$ cat src/hw/rtl/rob_pkg.sv
// Reorder buffer shared package: sizes, command and status codes,
// flag bit positions, entry and cell control structs.
// No dependencies.
package rob_pkg;

  localparam int Depth = 32;
  localparam int IdxW  = $clog2(Depth);
  localparam int CntW  = $clog2(Depth + 1);

  typedef enum logic [3:0] {
    CMD_ALLOC       = 4'd0,
    CMD_WRITE       = 4'd1,
    CMD_STORE_DONE  = 4'd2,
    CMD_FLUSH_AFTER = 4'd3,
    CMD_FLUSH_ALL   = 4'd4,
    CMD_COMMIT      = 4'd5,
    CMD_READ        = 4'd6,
    CMD_FIND        = 4'd7,
    CMD_NTH         = 4'd8,
    CMD_FIRST       = 4'd9,
    CMD_COUNT       = 4'd10
  } rob_cmd_e;

  localparam logic [1:0] StOk   = 2'd0;
  localparam logic [1:0] StFull = 2'd1;
  localparam logic [1:0] StMiss = 2'd2;

  localparam int FlBusy      = 0;
  localparam int FlReady     = 1;
  localparam int FlFlushed   = 2;
  localparam int FlStore     = 3;
  localparam int FlStoreDone = 4;
  localparam int FlPred      = 5;
  localparam int FlBranch    = 6;
  localparam int FlJump      = 7;

  localparam logic [1:0] KindBranch = 2'd1;
  localparam logic [1:0] KindJump   = 2'd2;
  localparam logic [1:0] KindStore  = 2'd3;

  typedef enum logic [1:0] {
    SCAN_FIND,
    SCAN_NTH,
    SCAN_FIRST,
    SCAN_COUNT
  } rob_scan_e;

  typedef struct packed {
    logic [9:0]  status;
    logic [4:0]  dest;
    logic [7:0]  tag;
    logic [31:0] pc;
    logic [31:0] target;
    logic [31:0] value;
    logic [31:0] history;
  } rob_entry_t;

  typedef struct packed {
    logic clear;
    logic alloc;
    logic wr_res;
    logic st_done;
    logic flush;
    logic free;
    logic inject;
    logic step;
  } rob_cell_ctrl_t;

  typedef struct packed {
    rob_scan_e  mode;
    logic [4:0] nth;
    logic [7:0] tag;
    logic       last;
  } rob_scan_t;

endpackage

$ cat src/hw/rtl/rob_cell.sv
// One reorder buffer entry plus its stage of the search token chain.
// Depends on rob_pkg.
module rob_cell import rob_pkg::*; (
  input  logic            clk_i,
  input  logic            rst_ni,
  input  rob_cell_ctrl_t  ctrl_i,
  input  rob_scan_t       scan_i,
  input  rob_entry_t      alloc_i,
  input  logic [31:0]     value_i,
  input  logic            tok_i,
  input  logic [CntW-1:0] cnt_i,
  output rob_entry_t      entry_o,
  output logic            pass_o,
  output logic [CntW-1:0] cnt_o,
  output logic            hit_o,
  output logic            done_o
);

  logic [9:0]      status_q, status_d;
  rob_entry_t      data_q, data_d;
  logic            tok_q, tok_d;
  logic [CntW-1:0] cnt_q, cnt_d;
  logic            valid, hit, done;

  always_comb begin
    status_d = status_q;
    data_d   = data_q;
    if (ctrl_i.clear) begin
      status_d = '0;
      data_d   = '0;
    end else if (ctrl_i.alloc) begin
      status_d = alloc_i.status;
      data_d   = alloc_i;
    end else begin
      if (ctrl_i.wr_res) begin
        status_d[FlReady] = 1'b1;
        data_d.value      = value_i;
      end
      if (ctrl_i.st_done) status_d[FlStoreDone] = 1'b1;
      if (ctrl_i.flush)   status_d[FlFlushed]   = 1'b1;
      if (ctrl_i.free)    status_d[FlBusy]      = 1'b0;
    end
  end

  assign valid = status_q[FlBusy] & ~status_q[FlFlushed];

  always_comb begin
    unique case (scan_i.mode)
      SCAN_FIND:  hit = valid && (data_q.tag == scan_i.tag);
      SCAN_NTH:   hit = valid && (cnt_q == {1'b0, scan_i.nth});
      SCAN_FIRST: hit = valid;
      SCAN_COUNT: hit = 1'b0;
      default:    hit = 1'b0;
    endcase
  end

  assign done   = tok_q & (hit | scan_i.last);
  assign done_o = done;
  assign hit_o  = tok_q & hit;
  assign pass_o = tok_q & ~done;
  assign cnt_o  = cnt_q + CntW'(valid);

  always_comb begin
    tok_d = tok_q;
    cnt_d = cnt_q;
    if (ctrl_i.clear) begin
      tok_d = 1'b0;
    end else if (ctrl_i.inject) begin
      tok_d = 1'b1;
      cnt_d = '0;
    end else if (ctrl_i.step) begin
      tok_d = tok_i;
      cnt_d = cnt_i;
    end
  end

  always_ff @(posedge clk_i or negedge rst_ni) begin
    if (!rst_ni) begin
      status_q <= '0;
      tok_q    <= 1'b0;
    end else begin
      status_q <= status_d;
      tok_q    <= tok_d;
    end
  end

  always_ff @(posedge clk_i) begin
    data_q <= data_d;
    cnt_q  <= cnt_d;
  end

  always_comb begin
    entry_o        = data_q;
    entry_o.status = status_q;
  end

endmodule

$ cat config.mk
export PLATFORM = sky130hd
export DESIGN_NAME = rob_cell
export DESIGN_NICKNAME = d
export VERILOG_FILES = /design/src/hw/rtl/rob_pkg.sv /design/src/hw/rtl/rob_cell.sv
export SDC_FILE = /design/constraint.sdc
export NUM_CORES = 1
export LEC_CHECK = 0
export ABC_AREA = 1
export BUFFER_PORTS_ARGS = -buffer_cell sky130_fd_sc_hd__buf_4
export CORE_AREA = 2 2 147 149
export DETAILED_ROUTE_END_ITERATION = 7
export DIE_AREA = 0 0 149 151
export GPL_TIMING_DRIVEN = 0
export HOLD_SLACK_MARGIN = 0.1
export SLEW_MARGIN = 10
export SYNTH_ARGS = -nofsm -noshare
export SYNTH_HDL_FRONTEND = slang
export SYNTH_SLANG_ARGS = --single-unit
$ cat constraint.sdc
create_clock -name clk_i -period 1.2 [get_ports clk_i]
set_input_delay 0.18 -clock clk_i [delete_from_list [all_inputs] [get_ports clk_i]]
set_output_delay 0.18 -clock clk_i [all_outputs]
set_load 0.01 [all_outputs]
==> summary.md <==
| Metric | Value |
|---|---|
| Status | `finished with violations` |
| Violated checks | `setup timing` |
| Hold Fails Final Rpt | `0` |
| Synth unique cells | `21` |
| Gr usage total | `0.228` |
| Max Buffers Root-to-Sink | `2` |
| Leakage | `roughly 6.4 nW` |
| Avg Inst Size Synth | `about 7.3 um^2` |
| Number of synthesized flops with an enable pin | `6` |
| Warnings, synthesis | `0` |
| Drt pass-1 iters | `4` |
| H-tree Lvls | `4` |
| Setup Crit Path Kind | `flip-flop to output pin` |
| Xor/xnor cell area share of the yosys netlist | `0.00832` |
| R2r startpoint | `status_q[2]` |
| Biggest cell delay along the critical path | `420 ps` |
| Largest family of logic cells by synthesized area | `simple AND/OR/NAND/NOR gates` |
| Most frequent cell after synthesis | `nand2_1` |
| Worst path buffer plus inverter count | `3` |
| Die width | `around 150 um` |
| Nets@finish | `around 1700` |
| CP arrival | `1790 ps` |
| Syn Std Cell Area | `approximately 0.0063 mm^2` |
| Grt ovf | `0` |
| Total CTS buffers | `17` |
| Final ANT Viol Nets | `0` |
| Starting Density | `0.303` |
| CP cell instances | `nor2_4 > ha_4 > nand3_4 > buf_4 > buf_6 > xor2_1 > buf_4` |
| Clock Latency Late Sink | `roughly 400 ps` |
| Clock Skews | `0 ps` |
| Crit path time final | `just under 2000 ps` |
| Slew at the pin closest to its max-slew limit | `558 ps` |
| Synth area leaders | `dfxtp_1 45%, nand2_1 21%, nand3_1 15%` |
| Multi-input gate area | `~0.0026 mm^2` |
| CP max stage cell | `dfrtp_1` |
| Synth Instances | `862` |
| R2R setup slack | `420 ps` |
| Synth top area share | `0.447` |
| Unrepaired setup endpoints after global routing | `yes` |
| Simple-gate area share of the yosys netlist | `0.371` |
| Hold WC Path Type | `input port to flip-flop` |
| Vias | `7775` |
| Total core area | `~0.021 mm^2` |
| Endpoints failing setup | `9` |
| Max cap viols | `0` |
| Die area | `about 0.022 mm^2` |
| First-pass GRT wire length | `about 40 mm` |
| CTS Sinks | `about 160` |
| Seq cells post-synth | `around 160` |
| Die Ht | `about 150 um` |
| R2r worst-path depth | `2` |
| Maximum number of pins on one net before global-route repair | `17` |
| DRC | `0` |
| TritonCTS clock tree | `built` |
| First DRT Iteration DRCs | `approximately 330` |
| Complex-gate fraction of the synthesized area | `0.0151` |
| Post-DP HPWL | `18.7 mm` |
| Row Count | `53` |
| Max FO, Critical Path | `3` |
| Final period util | `1.64` |
| Worst-path clk slew | `70 ps` |
| Layout area overhead | `92.7%` |
| Fillers | `about 1900` |
| Worst Setup Start Kind | `flip-flop` |
| Register area | `~0.0033 mm^2` |
| Max-slew violations | `0` |
| Vias per inst | `about 4.5` |
| Mapped Nets | `1080` |
| Post-synthesis sequential area ratio | `0.519` |
| PwrDens | `roughly 1200 mW/mm^2` |
| Hold Path End | `cnt_q[1]` |
| Worst EP required | `slightly above 1000 ps` |
| Hold Crit Start | `ctrl_i[1]` |
| Post-synth top area cell | `dfxtp_1` |
| Peak supply drop | `0.885 mV` |
| CP endpoint kind | `output pin` |
| Root Buffer | `clkbuf_16` |
| Pwr Total | `roughly 14 mW` |
| Layout cells sized above 1 | `0.330` |
| CP delay by family, top | `flip-flops` |
| Fraction of registers with async set/reset | `0.0696` |
| Post-route cell area | `0.0122 mm^2` |
| DR WL/cell | `15.3 um` |
| Terminus of the critical flop-to-flop path | `status_q[2]` |
| Vias in the first global route | `between 7000 and 8000` |
| Worst slew margin | `0.628` |
| Mux cell area share after synthesis | `0` |
| Routed wire length | `26.6 mm` |
| Setup slack after layout | `-767 ps` |
| Top post-synthesis cells by count | `346 x nand2_1, 188 x nand3_1, 141 x dfxtp_1` |
| Port bufs | `between 300 and 400` |
| Fmax | `a little over 500 MHz` |
| Primary FF master, synth | `dfxtp_1` |
| GPL Wtd Cong | `0.845` |
| Worst Hold Path Cells | `2` |
| Most common cell on crit path | `buf_4` |
| Initial antenna violation count | `0` |
| IO Pins | `376` |
| Adder-cell share of the synthesized area | `0.00396` |
| Placed Area | `between 0.009 and 0.01 mm^2` |
worst reg2reg max path, cell delays in order (launching register included):
cell	delay (ps)
dfrtp_1	420
o21ai_0	190
nand2_1	70
repair_timing:
item                                    CTS  global route
hold buffers                            192             0
buffers inserted                          6             3
endpoints found under the setup margin    9            10
endpoints found under the hold margin   169             0
resized for setup                        15            11
pin swaps                                 6             8
flip-flops by register name, indices dropped and copies added (netlist names):
name	flops
tok_q	1
status_q	10
entry_o	141
cnt_q	6
placed cells by master, fill, tap and decap left out, types with 2 or more instances in the layout:
cell type / n
buf_2: 44
buf_4: 378
diode_2: 2
dlygate4sd3_1: 192
bufinv_16: 2
dfxtp_1: 139
nor2_1: 14
nand3_4: 2
buf_1: 3
xor2_1: 4
nand2_2: 3
o21ai_1: 2
buf_6: 5
inv_8: 3
edfxtp_1: 6
nor2_4: 3
clkinv_4: 2
dfrtp_1: 11
clkbuf_1: 7
dfxtp_2: 2
inv_1: 60
o21ai_0: 11
inv_2: 6
clkbuf_16: 17
inv_6: 6
ha_4: 2
nor2_2: 3
nand3_1: 186
nand2_1: 343
a21oi_1: 2
xor2_2: 2
metal layers:
| layer | routed length [um] | global-route usage | up-vias |
|---|---|---|---|
| met3 | 1920 | 0.0527 | 46 |
| met1 | 10400 | 0.256 | 3550 |
| met4 | 744 | 0.0971 | 0 |
| met2 | 13600 | 0.415 | 285 |
| met5 | 0 | 0 | - |
| li1 | - | - | 3894 |
metrics by stage:
| step | TNS (ps) | worst slack [ps] | hold slack, ps | utilization | cells |
|---|---|---|---|---|---|
| finish | -5820 | -767 | 120 | 0.584 | 1744 |
| floorplan | -739 | -177 | -116 | - | 862 |
| CTS | -5640 | -778 | 102 | 0.581 | 1739 |
| detailed placement | -20060 | -409 | 46.5 | 0.455 | 1509 |
| global placement | -20120 | -374 | 43.1 | 0.455 | 1509 |
| global route | -6470 | -843 | 117 | 0.584 | 1742 |
power breakdown:
group | total, mW | switching, mW | internal (mW)
clock network | 5.60 | 2.44 | 3.16
logic | 2.81 | 1.24 | 1.57
registers | 5.81 | 0.194 | 5.61
total | 14.2 | 3.87 | 10.3
logic make-up after synthesis:
family | Yosys count
xor+xnor | 6
buf+inv | 122
fa+ha+maj | 2
flops | 158
simple gates | 556
compound gates | 18
cell type report:
cell class / instances / share of cell area
antenna: 2 / 0.000411
buffer: 56 / 0.0227
clock buffer: 17 / 0.0350
clock inverter: 15 / 0.0145
inverter: 66 / 0.0204
multi-input combinational: 582 / 0.215
sequential: 158 / 0.270
tap: 275 / 0.0283
timing repair buffer: 573 / 0.394
how the worst max path moves through the flow:
| stage | from | endpoint | slack (ps) | cells past startpoint |
|---|---|---|---|---|
| floorplan | status_q[0] | cnt_o[5] | -180 | 6 |
| global placement | status_q[2] | cnt_o[4] | -370 | 6 |
| detailed placement | status_q[2] | cnt_o[5] | -410 | 6 |
| CTS | status_q[0] | cnt_o[5] | -780 | 7 |
| global route | status_q[2] | cnt_o[3] | -840 | 7 |
| finish | status_q[2] | cnt_o[3] | -770 | 7 |
No activity file was read; power rests on OpenSTA's default activity.
